### src/design/htb_pkg.sv
`timescale 1ns / 1ps

package htb_pkg;

    // Result kinds
    localparam logic [2:0] KIND_DATA     = 3'd0;
    localparam logic [2:0] KIND_OK       = 3'd1;
    localparam logic [2:0] KIND_MISMATCH = 3'd2;
    localparam logic [2:0] KIND_NO_CKSUM = 3'd3;
    localparam logic [2:0] KIND_MIDLINE  = 3'd4;

    // One classified character
    typedef struct packed {
        logic       eof;
        logic       is_lf;
        logic       is_hex;
        logic [3:0] nibble;
    } t_token;

    typedef struct packed {
        logic [2:0]  kind;
        logic [7:0]  data_byte;
        logic [15:0] computed_sum;
        logic [15:0] received_sum;
    } t_result;

    localparam int TOKEN_W  = $bits(t_token);
    localparam int RESULT_W = $bits(t_result);

endpackage

### src/design/htb_back.sv
`timescale 1ns / 1ps

module htb_back
    import htb_pkg::*;
#(
    parameter int SUM_WIDTH = 32
) (
    input  logic    i_clk,
    input  logic    i_rst_n,
    input  t_token  i_token,
    input  logic    i_tok_empty,
    output logic    o_tok_pop,
    input  logic    i_res_full,
    output logic    o_res_push,
    output t_result o_result
);

    typedef enum logic [2:0] {
        PH_HIGH = 3'b001,
        PH_LOW  = 3'b010,
        PH_DONE = 3'b100
    } t_phase;

    typedef enum logic [2:0] {
        CK_DATA = 3'b001,
        CK_HIGH = 3'b010,
        CK_LOW  = 3'b100
    } t_ck_mode;

    t_phase               r_phase, n_phase;
    t_ck_mode             r_ck, n_ck;
    logic [3:0]           r_high_nibble, n_high_nibble;
    logic                 r_col_odd, n_col_odd;
    logic                 r_line_data, n_line_data;
    logic [SUM_WIDTH-1:0] r_acc, n_acc;
    logic [7:0]           r_ck_high, n_ck_high;

    logic [7:0]           byte_val;
    logic [15:0]          folded;
    logic [15:0]          recv;

    assign o_tok_pop = !i_tok_empty && !i_res_full;
    assign byte_val  = {r_high_nibble, i_token.nibble};
    assign folded    = 16'(r_acc) + 16'(r_acc >> 16);
    assign recv      = {r_ck_high, byte_val};

    always_comb begin
        n_phase       = r_phase;
        n_ck          = r_ck;
        n_high_nibble = r_high_nibble;
        n_col_odd     = r_col_odd;
        n_line_data   = r_line_data;
        n_acc         = r_acc;
        n_ck_high     = r_ck_high;
        o_res_push    = 1'b0;
        o_result      = '0;
        if (o_tok_pop && (r_phase == PH_HIGH || r_phase == PH_LOW)) begin
            if (i_token.eof) begin
                n_phase = PH_DONE;
                if (r_line_data) begin
                    o_res_push    = 1'b1;
                    o_result.kind = KIND_MIDLINE;
                end else if (r_ck != CK_LOW) begin
                    o_res_push    = 1'b1;
                    o_result.kind = KIND_NO_CKSUM;
                end
            end else if (r_phase == PH_HIGH) begin
                if (i_token.is_lf) begin
                    // an empty line arms checksum capture, even a second time
                    if (!r_line_data) begin
                        n_ck = CK_HIGH;
                    end
                    n_col_odd   = 1'b0;
                    n_line_data = 1'b0;
                end else if (i_token.is_hex) begin
                    n_high_nibble = i_token.nibble;
                    n_phase       = PH_LOW;
                end
            end else begin
                n_phase = PH_HIGH;
                case (r_ck)
                    CK_HIGH: begin
                        n_ck_high = byte_val;
                        n_ck      = CK_LOW;
                    end
                    CK_LOW: begin
                        n_phase               = PH_DONE;
                        o_res_push            = 1'b1;
                        o_result.kind         = (folded == recv) ? KIND_OK : KIND_MISMATCH;
                        o_result.computed_sum = folded;
                        o_result.received_sum = recv;
                    end
                    default: begin
                        n_acc = r_acc + (r_col_odd ? SUM_WIDTH'(byte_val)
                                                   : SUM_WIDTH'({byte_val, 8'h00}));
                        n_col_odd          = !r_col_odd;
                        n_line_data        = 1'b1;
                        o_res_push         = 1'b1;
                        o_result.kind      = KIND_DATA;
                        o_result.data_byte = byte_val;
                    end
                endcase
            end
        end
    end

    always_ff @(posedge i_clk) begin
        if (!i_rst_n) begin
            r_phase       <= PH_HIGH;
            r_ck          <= CK_DATA;
            r_high_nibble <= '0;
            r_col_odd     <= 1'b0;
            r_line_data   <= 1'b0;
            r_acc         <= '0;
            r_ck_high     <= '0;
        end else begin
            r_phase       <= n_phase;
            r_ck          <= n_ck;
            r_high_nibble <= n_high_nibble;
            r_col_odd     <= n_col_odd;
            r_line_data   <= n_line_data;
            r_acc         <= n_acc;
            r_ck_high     <= n_ck_high;
        end
    end

    a_done_silent: assert property (@(posedge i_clk) disable iff (!i_rst_n)
        (r_phase == PH_DONE) |-> !o_res_push)
        else $error("result produced after finish");

    a_push_needs_pop: assert property (@(posedge i_clk) disable iff (!i_rst_n)
        o_res_push |-> (o_tok_pop && !i_res_full))
        else $error("result pushed without consuming a token");

    a_verdict_finishes: assert property (@(posedge i_clk) disable iff (!i_rst_n)
        (o_res_push && (o_result.kind == KIND_OK || o_result.kind == KIND_MISMATCH))
        |=> (r_phase == PH_DONE))
        else $error("checksum verdict did not finish the stream");

endmodule

### config.mk
export PLATFORM = sky130hd
export DESIGN_NAME = htb_back
export DESIGN_NICKNAME = d
export VERILOG_FILES = /design/src/design/htb_pkg.sv /design/src/design/htb_back.sv
export SDC_FILE = /design/constraint.sdc
export NUM_CORES = 1
export LEC_CHECK = 0
export ABC_AREA = 0
export BUFFER_PORTS_ARGS = -buffer_cell sky130_fd_sc_hd__buf_2
export CELL_PAD_IN_SITES_DETAIL_PLACEMENT = 1
export CELL_PAD_IN_SITES_GLOBAL_PLACEMENT = 1
export CORE_ASPECT_RATIO = 1.2
export CORE_UTILIZATION = 31
export DETAILED_ROUTE_END_ITERATION = 10
export PLACE_DENSITY_LB_ADDON = 0.1
export REMOVE_ABC_BUFFERS = 1
export SLEW_MARGIN = 20
export SYNTH_ARGS = -nofsm -noshare
export SYNTH_HDL_FRONTEND = slang
export SYNTH_SLANG_ARGS = --single-unit
### constraint.sdc
create_clock -name i_clk -period 6.05 [get_ports i_clk]
set_input_delay 1.815 -clock i_clk [delete_from_list [all_inputs] [get_ports i_clk]]
set_output_delay 1.815 -clock i_clk [all_outputs]
set_load 0.01 [all_outputs]
### After elaboration in Yosys (flattened, before gate mapping)

Cells that the tools add are included.

| operators by class | value |
|---|---|
| add/subtract/negate cells | 2 |
| equal/unequal tests | 11 |
| muxes and demuxes | 31 |
| bitwise logic cells | 4 |
| reductions and logical operators | 14 |

Operator list:

| cell | number |
|---|---|
| two-way mux 43 bit | 2 |
| two-way mux 40 bit | 1 |
| two-way mux 3 bit | 11 |
| adder 32 x 16 -> 32 bit | 1 |
| two-way mux 32 bit | 1 |
| adder 16 bit | 1 |
| equality test 16 bit | 1 |
| two-way mux 16 bit | 1 |
| AND reduction 4 bit | 3 |
| two-way mux 1 bit | 11 |
| AND reduction 5 bit | 2 |
| inequality test 3 bit, second input constant | 3 |
| two-way mux 8 bit | 1 |
| equality test 3 x 2 -> 1 bit, second input constant | 2 |
| two-way mux 2 bit | 3 |
| inequality test 2 bit, second input constant | 2 |
| inverter 1 bit | 4 |
| equality test 3 x 1 -> 1 bit, second input constant | 1 |
| equality test 3 bit, second input constant | 1 |
| logical NOT 1 bit | 3 |
| AND reduction 3 bit | 1 |
| logical AND 1 bit | 2 |
| inequality test 2 x 1 -> 1 bit, second input constant | 1 |
| nonzero test 2 bit | 1 |
| other kinds (2) | 2 |

| storage, ports and cells | value |
|---|---|
| flip-flop bits (word level) | 52 |
| output and inout port bits | 45 |
| logic and storage cells | 69 |

### Depth between registers and ports, before layout

Gate-level depths: netlist of the first run.

| logic depth | value |
|---|---|
| depth after elaboration | 7 |
| gate-level depth with buffers | 14 |
| gate-level depth less buffers | 13 |

### Least setup slack after synthesis of the first run

OpenSTA, ideal clock, no wires.

| timing path | value |
|---|---|
| path type | in2out |
| from | input port i_token[0] in the netlist's numbering |
| to | output port o_result[40] in the netlist's numbering |
| arrival time | 3511 ps |
| data required time | 4235 ps |
| path slack | 724 ps |
| stages | 9 |
| cells stage by stage | xor2_1 nor4_1 nand4b_1 nor4_2 o2111a_1 o2111ai_1 or4_1 nor4_2 a21bo_1 |

RTL lines:

| element | line | text |
|---|---|---|
| from (decl) | htb_back.sv:10 | `input t_token i_token,` |
| to (decl) | htb_back.sv:15 | `output t_result o_result` |

==> results of run 1 <==
## power breakdown
group / leakage (nW) / internal [W] / switching [W]
Sequential: 0.419 / 0.000344 / 0.00000241
Combinational: 1.91 / 0.0000174 / 0.0000263
Clock: 0.0808 / 0.000195 / 0.000144
## per-stage QoR
stage,setup WS (ns),cell area [µm²],instances
finish,0.237,5050,785
global placement,0.300,4890,777
CTS,0.253,5050,785
global route,0.0387,5050,785
floorplan,0.487,4360,547
detailed placement,0.289,4890,777
## metal layers
metal	up-vias	track usage
met5	-	0
met4	0	0.0526
met3	10	0.0255
met1	2017	0.252
met2	37	0.361
li1	2125	-
## Yosys cell counts (2+ instances only)
master	count
nand2b_1	11
a21boi_0	19
nand4_1	6
nor3_1	11
o31ai_1	3
o211a_1	6
nor2b_1	14
or4_1	2
dfxtp_1	52
nand2_1	62
and2_1	37
ha_1	31
mux2i_1	5
a21o_1	13
a211oi_1	7
xnor2_1	27
and3_1	30
a21oi_1	31
o21ai_1	5
inv_1	13
nand3_1	20
a31oi_1	6
nor3b_1	3
o21a_1	5
nor4b_1	2
nor2_1	29
a211oi_2	2
fa_1	2
clkbuf_1	23
or2_2	3
or3_1	4
a211o_1	2
o211ai_1	9
buf_2	5
xor2_1	25
o21ai_0	20
nor4_2	2
o22ai_1	2
## logic make-up after synthesis
family	share of synthesized area
xor gates and xnor gates	0.102
and+or+nand+nor	0.296
adders and majority gates	0.0957
AOI/OAI and AO/OA	0.227
muxes	0.0112
buffers and inverters	0.0358
DFF	0.233
## registers in the layout (all words and copies together), names as in the netlist
name,count
r_acc,32
r_ck_high,8
r_high_nibble,4
r_ck,3
r_phase,3
r_col_odd,1
r_line_data,1
## cell type report
class,instances,area (µm²)
Fill cell,1702,8890
Multi-Input combinational cell,482,3280
Sequential cell,52,1040
Timing Repair Buffer,59,305
Tap cell,171,214
Clock buffer,6,129
Inverter,13,48.8
Clock inverter,2,35.0
## worst max-delay path: stages
cell	delay, ns
buf_2	0.13
xor2_1	0.16
nor4_1	0.32
nand4b_1	0.15
nor4_2	0.18
o2111a_1	0.23
o2111ai_1	0.10
or4_1	0.44
nor4_2	0.21
a21bo_1	0.15
buf_2	0.11
## worst max path at each step
stage | end | depth (start not counted)
finish | o_result[40] | 11
global route | o_result[40] | 11
CTS | o_result[40] | 11
detailed placement | o_result[40] | 11
global placement | o_result[40] | 11
floorplan | o_result[28] | 4
==> flow_summary_export.csv, run 1 <==
group,metric,value,unit
placement,gp_congestion,0.804,
floorplan,ios,56,
clock_tree,clk_pin_slew_worst_paths,0.07,ns
timing,report.final.slew_viol_count,0,
setup_path,required,4.24,ns
yosys,synth_flop_cell,"dfxtp_1",
floorplan,dieArea,14900,µm²
grt,grtUsageTotal,0.201,
power_and_ir_drop,total_power,0.000730,W
route,dr_wl_met2,7.28,mm
finish,final_util,0.362,
route,finalWirelength,14.6,mm
clock_tree,cts_tree,"built",
timing,fin_crit,5.81,ns
route,wl_per_cell,18.5,µm
floorplan,coreArea,13900,µm²
setup_path,worstSetupPathType,"input pin to output pin",
yosys,synth_top_area_cell,"dfxtp_1",
setup_path,worstSetupStartpointType,"input pin",
clock_tree,ctsRootBufferMaster,"clkbuf_16",
floorplan,dieWidth,112,µm
placement,hpwl,11.4,mm
timing,tightestPinTransition,0.903,ns
yosys,yosysWarnings,0,
yosys,netlist_area,4470,µm²
finish,area_delta_synth_final,12.9,%
floorplan,rows,47,
setup_path,end_kind,"output pin",
setup_path,r2r-start,"r_col_odd$_SDFFE_PN0P_",
power_and_ir_drop,peakVddDrop,0.000127,V
setup_path,crit_fanout,2,
timing,finalHoldViolations,0,
clock_tree,clk_latency,0.31,ns
route,via_per_inst,5.34,
clock_tree,clockBufferDepth,2,
min_path,min_delay_path_depth,2,
finish,drive_gt1_frac,0.130,
min_path,min_from,"r_phase[1]$_SDFFE_PN0P_",
setup_path,reg2reg_depth,13,
grt,first_global_vias,4220,
placement,io_buffers,55,
timing,finalSetupTns,0,ns
grt,antenna_found_initial,0,
grt,grt_pass1_wl,23.2,mm
yosys,synth_cell_types,64,
grt,grt_max_degree,54,
status,status,"complete, but fails checks",
timing,rsz0062_at_grt,"no",
route,drc,3,
finish,nets,657,
route,wl_met1,6.81,mm
timing,clock.fmax,0.172,GHz
timing,skew,0.00843,ns
timing,maxSlewHeadroom,0.398,
setup_path,r2r-end,"r_acc[18]$_SDFFE_PN0P_",
timing,hold_ws,0.494,ns
setup_path,critPathArrivalTime,4.00,ns
route,first_pass_iters,7,
route,ant_nets,0,
finish,antennaDiodeCount,0,
clock_tree,clock-sinks,52,
route,dr.max_layer_used,"met4",
clock_tree,holdBufCountCts,0,
yosys,yosysSeqAreaShare,0.233,
power_and_ir_drop,power-per-cell-area,144,nW/µm²
route,wl_met3,258,µm
clock_tree,htreeDepth,2,
grt,grt.overflow.total,0,
finish,layout_commonest_cell,"nand2_1",
floorplan,die-height,134,µm
yosys,ys_async_sr_fraction,0,
yosys,postSynthAreaPerCell,7.78,µm²
setup_path,rrSetupSlack,2.40,ns
timing,setup_violations,0,
clock_tree,cts_inserted_buffers,5,
power_and_ir_drop,p_leak,2.41,nW
yosys,synth.area.top_cells,"dfxtp_1 23%, ha_1 8.7%, xnor2_1 5.3%",
route,drtIter0Drc,147,
yosys,synth_top_cell_area_share,0.233,
route,num_vias,4189,
min_path,hold_end,"r_phase[1]$_SDFFE_PN0P_",
job,cap_violations,0,
clock_tree,cts.repair.resized,0,
finish,mostFrequentLayoutCells,"62 x nand2_1, 55 x buf_2, 52 x dfxtp_1",
clock_tree,postCtsSetupBuffers,0,
status,violations,"DRC",
yosys,synth-edff-count,0,
yosys,synth_cells,575,
setup_path,cp-startpoint,"i_token[0]",
min_path,hold_class,"flip-flop to flip-flop",
timing,fin_crit_sh,0.961,
yosys,ys_seq_elements,52,
floorplan,initial_core_util,0.321,
(Power assumes the default switching activity.)
==> run 2: changes to the inputs <==
--- a/config.mk
+++ b/config.mk
@@ -5,13 +5,13 @@
 export SDC_FILE = /design/constraint.sdc
 export NUM_CORES = 1
 export LEC_CHECK = 0
-export ABC_AREA = 0
 export BUFFER_PORTS_ARGS = -buffer_cell sky130_fd_sc_hd__buf_2
 export CELL_PAD_IN_SITES_DETAIL_PLACEMENT = 1
 export CELL_PAD_IN_SITES_GLOBAL_PLACEMENT = 1
 export CORE_ASPECT_RATIO = 1.2
 export CORE_UTILIZATION = 31
 export DETAILED_ROUTE_END_ITERATION = 10
+export MAX_ROUTING_LAYER = met4
 export PLACE_DENSITY_LB_ADDON = 0.1
 export REMOVE_ABC_BUFFERS = 1
 export SLEW_MARGIN = 20
==> run 2 against run 1 <==
  * The flow still finishes with violations (DRC)
  * Final cell count unchanged
  * Register-to-register slack about the same
  * Global-route usage increased by 0.59 points
  * Die area did not move
  * Worst hold slack barely moved
  * Fmax rose by 0.20%
  * Clock-buffer cell count stayed put
  * Critical path type unchanged
  * Largest cell class unchanged
==> flow_summary_export.csv, run 2 (synthesis results as in run 1) <==
group,metric,value,unit
status,status,"complete, but fails checks",
timing,skew,0.00810,ns
timing,fin_crit_sh,0.959,
clock_tree,cts_tree,"built",
floorplan,initial_core_util,0.321,
setup_path,r2r-end,"r_acc[18]$_SDFFE_PN0P_",
clock_tree,ctsRootBufferMaster,"clkbuf_16",
placement,hpwl,11.4,mm
timing,fin_ws,0.249,ns
setup_path,rrSetupSlack,2.40,ns
floorplan,dieArea,14900,µm²
power_and_ir_drop,peakVddDrop,0.000128,V
route,drtIter0Drc,158,
route,first_pass_iters,7,
floorplan,ios,56,
clock_tree,clk_pin_slew_worst_paths,0.07,ns
finish,drive_gt1_frac,0.130,
min_path,hold_class,"flip-flop to flip-flop",
clock_tree,holdBufCountCts,0,
finish,final_area,5050,µm²
finish,mostFrequentLayoutCells,"62 x nand2_1, 55 x buf_2, 52 x dfxtp_1",
timing,clock.fmax,0.172,GHz
floorplan,coreArea,13900,µm²
timing,maxSlewHeadroom,0.395,
setup_path,end_kind,"output pin",
setup_path,reg2reg_depth,13,
finish,final_util,0.362,
grt,grt_pass1_wl,23.2,mm
timing,finalHoldViolations,0,
timing,setup_violations,0,
finish,antennaDiodeCount,0,
route,ant_nets,0,
setup_path,worstSetupStartpointType,"input pin",
setup_path,critPathArrivalTime,3.99,ns
finish,nets,657,
clock_tree,cts_inserted_buffers,5,
placement,dpl_worst_slack,0.289,ns
finish,top_regs,"r_acc: 32 flops, r_ck_high: 8 flops, r_high_nibble: 4 flops",
route,drc,3,
finish,stdcell_count,785,
setup_path,crit_fanout,2,
clock_tree,clk_latency,0.31,ns
finish,area_delta_synth_final,12.9,%
placement,placed_cell_area,4890,µm²
setup_path,required,4.24,ns
route,via_per_inst,5.34,
grt,grtUsageTotal,0.207,
grt,first_global_vias,4222,
clock_tree,postCtsSetupBuffers,0,
power_and_ir_drop,p_leak,2.41,nW
grt,antenna_found_initial,0,
min_path,hold_end,"r_phase[1]$_SDFFE_PN0P_",
finish,largest_register_ffs,32,
placement,gp_congestion,0.816,
floorplan,rows,47,
min_path,min_delay_path_depth,2,
power_and_ir_drop,power-per-cell-area,144,nW/µm²
clock_tree,clockBufferDepth,2,
setup_path,r2r-start,"r_col_odd$_SDFFE_PN0P_",
job,cap_violations,0,
finish,fillCellCount,1702,
clock_tree,clock-sinks,52,
clock_tree,cts.repair.resized,0,
clock_tree,htreeDepth,2,
setup_path,worstSetupPathType,"input pin to output pin",
timing,fin_crit,5.80,ns
grt,grt_max_degree,54,
finish,layout_commonest_cell,"nand2_1",
timing,report.final.slew_viol_count,0,
status,violations,"DRC",
timing,tightestPinTransition,0.907,ns
route,num_vias,4190,
floorplan,dieWidth,112,µm
grt,grt.overflow.total,0,
min_path,min_from,"r_phase[1]$_SDFFE_PN0P_",
timing,finalSetupTns,0,ns
route,wl_per_cell,18.6,µm
placement,io_buffers,55,
timing,rsz0062_at_grt,"no",
floorplan,die-height,134,µm
placement,dp.cells,777,
finish,largest-register,"r_acc",
route,finalWirelength,14.6,mm
-- run 2: cell counts in the layout (fill, tap and decap cells not counted) --
No cell type changed its count.
-- run 2: metal layers --
metal / up-vias / share of wire / GRT usage / routed length, µm
met5: - / 0 / - / 0
met4: 0 / 0.011 / 0.0526 / 160
met3: 8 / 0.019 / 0.0246 / 279
met2: 43 / 0.50 / 0.359 / 7350
met1: 2012 / 0.47 / 0.253 / 6780
li1: 2127 / - / - / -
-- run 2: worst max-delay path by stage --
stage | startpoint | end
detailed placement | i_token[0] | o_result[40]
floorplan | i_tok_empty | o_result[28]
global placement | i_token[0] | o_result[40]
CTS | i_token[0] | o_result[40]
global route | i_token[0] | o_result[40]
finish | i_token[0] | o_result[40]
-- run 2: critical path, cell delays in order --
cell	delay, ns
buf_2	0.13
xor2_1	0.16
nor4_1	0.31
nand4b_1	0.15
nor4_2	0.18
o2111a_1	0.23
o2111ai_1	0.10
or4_1	0.44
nor4_2	0.21
a21bo_1	0.15
buf_2	0.11
-- run 2: layout make-up --
class                           instances  area (µm²)  area share
Tap cell                              171         214      0.0424
Sequential cell                        52        1040       0.206
Inverter                               13        48.8     0.00966
Clock inverter                          2        35.0     0.00694
Multi-Input combinational cell        482        3280       0.649
Clock buffer                            6         129      0.0255
Timing Repair Buffer                   59         305      0.0605
-- run 2: per-stage QoR --
step / power [W] / hold WS, ns
after floorplan: 0.000377 / 0.452
after global placement: 0.000397 / 0.469
after detailed placement: 0.000398 / 0.487
after CTS: 0.000739 / 0.498
after global routing: 0.000753 / 0.511
final: 0.000730 / 0.494
-- run 2: report_power, final --
group / total, W / internal (W) / switching (W)
clock: 0.000340 / 0.000195 / 0.000144
combinational: 0.0000437 / 0.0000174 / 0.0000262
sequential: 0.000346 / 0.000344 / 0.00000241
==> run 3: changes to the inputs <==
--- a/config.mk
+++ b/config.mk
@@ -5,6 +5,7 @@
 export SDC_FILE = /design/constraint.sdc
 export NUM_CORES = 1
 export LEC_CHECK = 0
+export ABC_AREA = 1
 export BUFFER_PORTS_ARGS = -buffer_cell sky130_fd_sc_hd__buf_2
 export CELL_PAD_IN_SITES_DETAIL_PLACEMENT = 1
 export CELL_PAD_IN_SITES_GLOBAL_PLACEMENT = 1
==> run 3 against run 2 <==
  * Design area rose by 6.2%
  * Total power rose by 19%
  * Non-clock buffer count fell by 2
  * The run now ends clean
  * Setup slack improved by 0.59 ns
  * Final cell count rose by 30%
  * Critical path depth rose by 5
  * Global-route usage rose by 2.1 points
  * Worst hold slack got worse by 0.010 ns
  * Clock skew fell by 0.00090 ns
  * Largest power group is now clock
  * First-iteration DRC count rose by 33%
  * Combinational power rose by 110%
==> flow_summary_export.csv, run 3 <==
group,metric,value,unit
status,status,"finished clean",
yosys,ys_async_sr_fraction,0,
job,cap_violations,0,
yosys,synth-edff-count,0,
yosys,yosysSeqAreaShare,0.222,
timing,finalSetupTns,0,ns
timing,tightestPinTransition,0.726,ns
yosys,synth_top_cell_area_share,0.222,
clock_tree,cts_inserted_buffers,5,
clock_tree,cts_tree,"built",
finish,top_regs,"r_acc: 32 flops, r_ck_high: 8 flops, r_high_nibble: 4 flops",
setup_path,worstSetupPathType,"input pin to output pin",
clock_tree,clockBufferDepth,2,
yosys,synth_commonest_cells,"190 x nand2_1, 117 x nor2_1, 115 x inv_1, 62 x a21oi_1, 52 x dfxtp_1",
timing,setup_violations,0,
grt,first_global_vias,5043,
min_path,hold_class,"flip-flop to flip-flop",
placement,gp_congestion,0.881,
route,ant_nets,0,
yosys,synth.area.top_cells,"dfxtp_1 22%, nand2_1 15%, nor2_1 9.4%",
grt,grt_max_degree,35,
floorplan,initial_core_util,0.321,
timing,maxSlewHeadroom,0.516,
power_and_ir_drop,peakVddDrop,0.000106,V
yosys,synth_cell_types,43,
setup_path,critPathArrivalTime,3.40,ns
timing,fin_crit_sh,0.862,
yosys,synth_cells,773,
yosys,netlist_area,4690,µm²
clock_tree,clk_pin_slew_worst_paths,0.07,ns
timing,hold_ws,0.484,ns
finish,largest_register_ffs,32,
power_and_ir_drop,p_seq_frac,0.410,
power_and_ir_drop,p_leak,2.79,nW
finish,layout_commonest_cell,"nand2_1",
floorplan,ios,56,
power_and_ir_drop,power-per-cell-area,162,nW/µm²
timing,finalHoldViolations,0,
route,finalWirelength,16.6,mm
yosys,synth_flop_cell,"dfxtp_1",
power_and_ir_drop,intPower,0.000657,W
timing,skew,0.00721,ns
yosys,synth_top_area_cell,"dfxtp_1",
yosys,postSynthAreaPerCell,6.06,µm²
timing,rsz0062_at_grt,"no",
finish,antennaDiodeCount,0,
route,drtIter0Drc,210,
power_and_ir_drop,switchingPower,0.000210,W
clock_tree,cts.repair.resized,0,
finish,drive_gt1_frac,0.117,
finish,nets,865,
grt,antenna_found_initial,0,
timing,clock.fmax,0.192,GHz
grt,grtUsageTotal,0.228,
clock_tree,holdBufCountCts,0,
floorplan,rows,48,
route,drc,0,
setup_path,crit_fanout,5,
yosys,yosysMostFrequentCell,"nand2_1",
timing,report.final.slew_viol_count,0,
floorplan,dieArea,15600,µm²
finish,largest-register,"r_acc",
clock_tree,htreeDepth,2,
yosys,yosysWarnings,0,
power_and_ir_drop,switching_share,0.243,
setup_path,worstSetupStartpointType,"input pin",
power_and_ir_drop,p_clk_frac,0.482,
timing,fin_crit,5.22,ns
floorplan,die-height,137,µm
route,via_per_inst,5.02,
finish,fillCellCount,2007,
clock_tree,postCtsSetupBuffers,0,
route,num_vias,5126,
grt,grt.overflow.total,0,
finish,area_delta_synth_final,14.4,%
grt,grt_pass1_wl,26.5,mm
setup_path,end_kind,"output pin",
floorplan,coreArea,14600,µm²
route,first_pass_iters,4,
placement,io_buffers,55,
placement,hpwl,13.5,mm
finish,mostFrequentLayoutCells,"190 x nand2_1, 117 x nor2_1, 115 x inv_1",
route,wl_per_cell,16.2,µm
clock_tree,clk_latency,0.30,ns
yosys,ys_seq_elements,52,
setup_path,required,4.24,ns
clock_tree,ctsRootBufferMaster,"clkbuf_16",
floorplan,dieWidth,114,µm
clock_tree,clock-sinks,52,
power_and_ir_drop,p_comb_frac,0.107,
run 3: final timing paths:
kind	from	endpoint	slack, ns	cells past startpoint
setup / recovery	i_token[2]	o_result[40]	0.83	16
hold / removal	r_ck[0]$_SDFFE_PN1P_	r_ck[0]$_SDFFE_PN1P_	0.48	2
setup reg to reg	r_col_odd$_SDFFE_PN0P_	r_acc[24]$_SDFFE_PN0P_	2.93	16
hold reg to reg	r_ck[0]$_SDFFE_PN1P_	r_ck[0]$_SDFFE_PN1P_	0.48	2
run 3: cell families (layout without fill, tap and decap cells):
kind of cell / after synthesis / after routing / share of synthesized area
xor gates and xnor gates: 17 / 17 / 0.0347
buffers and inverters: 136 / 185 / 0.113
AOI/OAI and AO/OA: 129 / 129 / 0.159
adders and majority gates: 33 / 33 / 0.0913
and+or+nand+nor: 406 / 406 / 0.380
DFF: 52 / 52 / 0.222
run 3: area by class of cell:
class / instances / area (µm²) / share of cell area
clock buffer: 5 / 125 / 0.0233
clock inverter: 3 / 90.1 / 0.0168
inverter: 120 / 450 / 0.0840
multi-input combinational: 585 / 3110 / 0.581
sequential: 52 / 1040 / 0.194
tap: 200 / 250 / 0.0467
timing repair buffer: 57 / 290 / 0.0541
run 3: critical path, cell delays in order:
cell,delay [ns]
buf_2,0.12
inv_1,0.10
nand3_1,0.10
nand2_1,0.05
nor2_1,0.09
nand2_1,0.06
nor2_1,0.11
nand2_1,0.07
nor2_1,0.24
nand2_1,0.09
nor2_1,0.10
nand3_1,0.09
nor2_1,0.10
nand2_1,0.06
nand2_1,0.06
buf_2,0.14
run 3: power by group through the flow:
stage / clock (W) / sequential [W] / combinational, W
2_1_floorplan: 0 / 0.000361 / 0.0000608
3_3_place_gp: 0 / 0.000364 / 0.0000909
3_5_place_dp: 0 / 0.000364 / 0.0000939
4_1_cts: 0.000428 / 0.000356 / 0.0000942
5_1_grt: 0.000437 / 0.000357 / 0.000105
6_report: 0.000418 / 0.000356 / 0.0000931
run 3: routing by layer:
layer,track usage,wire [µm]
met4,0.0649,320
met5,-,0
met2,0.399,8250
met3,0.0177,344
met1,0.280,7650
run 3: per-stage QoR:
step / std cells / worst slack (ns) / instance area [µm²] / total power (W) / util
6_report: 1022 / 0.835 / 5360 / 0.000867 / 0.367
5_1_grt: 1022 / 0.595 / 5360 / 0.000898 / 0.367
4_1_cts: 1022 / 0.809 / 5360 / 0.000878 / 0.367
3_5_place_dp: 1014 / 0.815 / 5150 / 0.000458 / 0.353
3_3_place_gp: 1014 / 0.861 / 5150 / 0.000455 / 0.353
2_1_floorplan: 757 / 1.15 / 4610 / 0.000421 / -
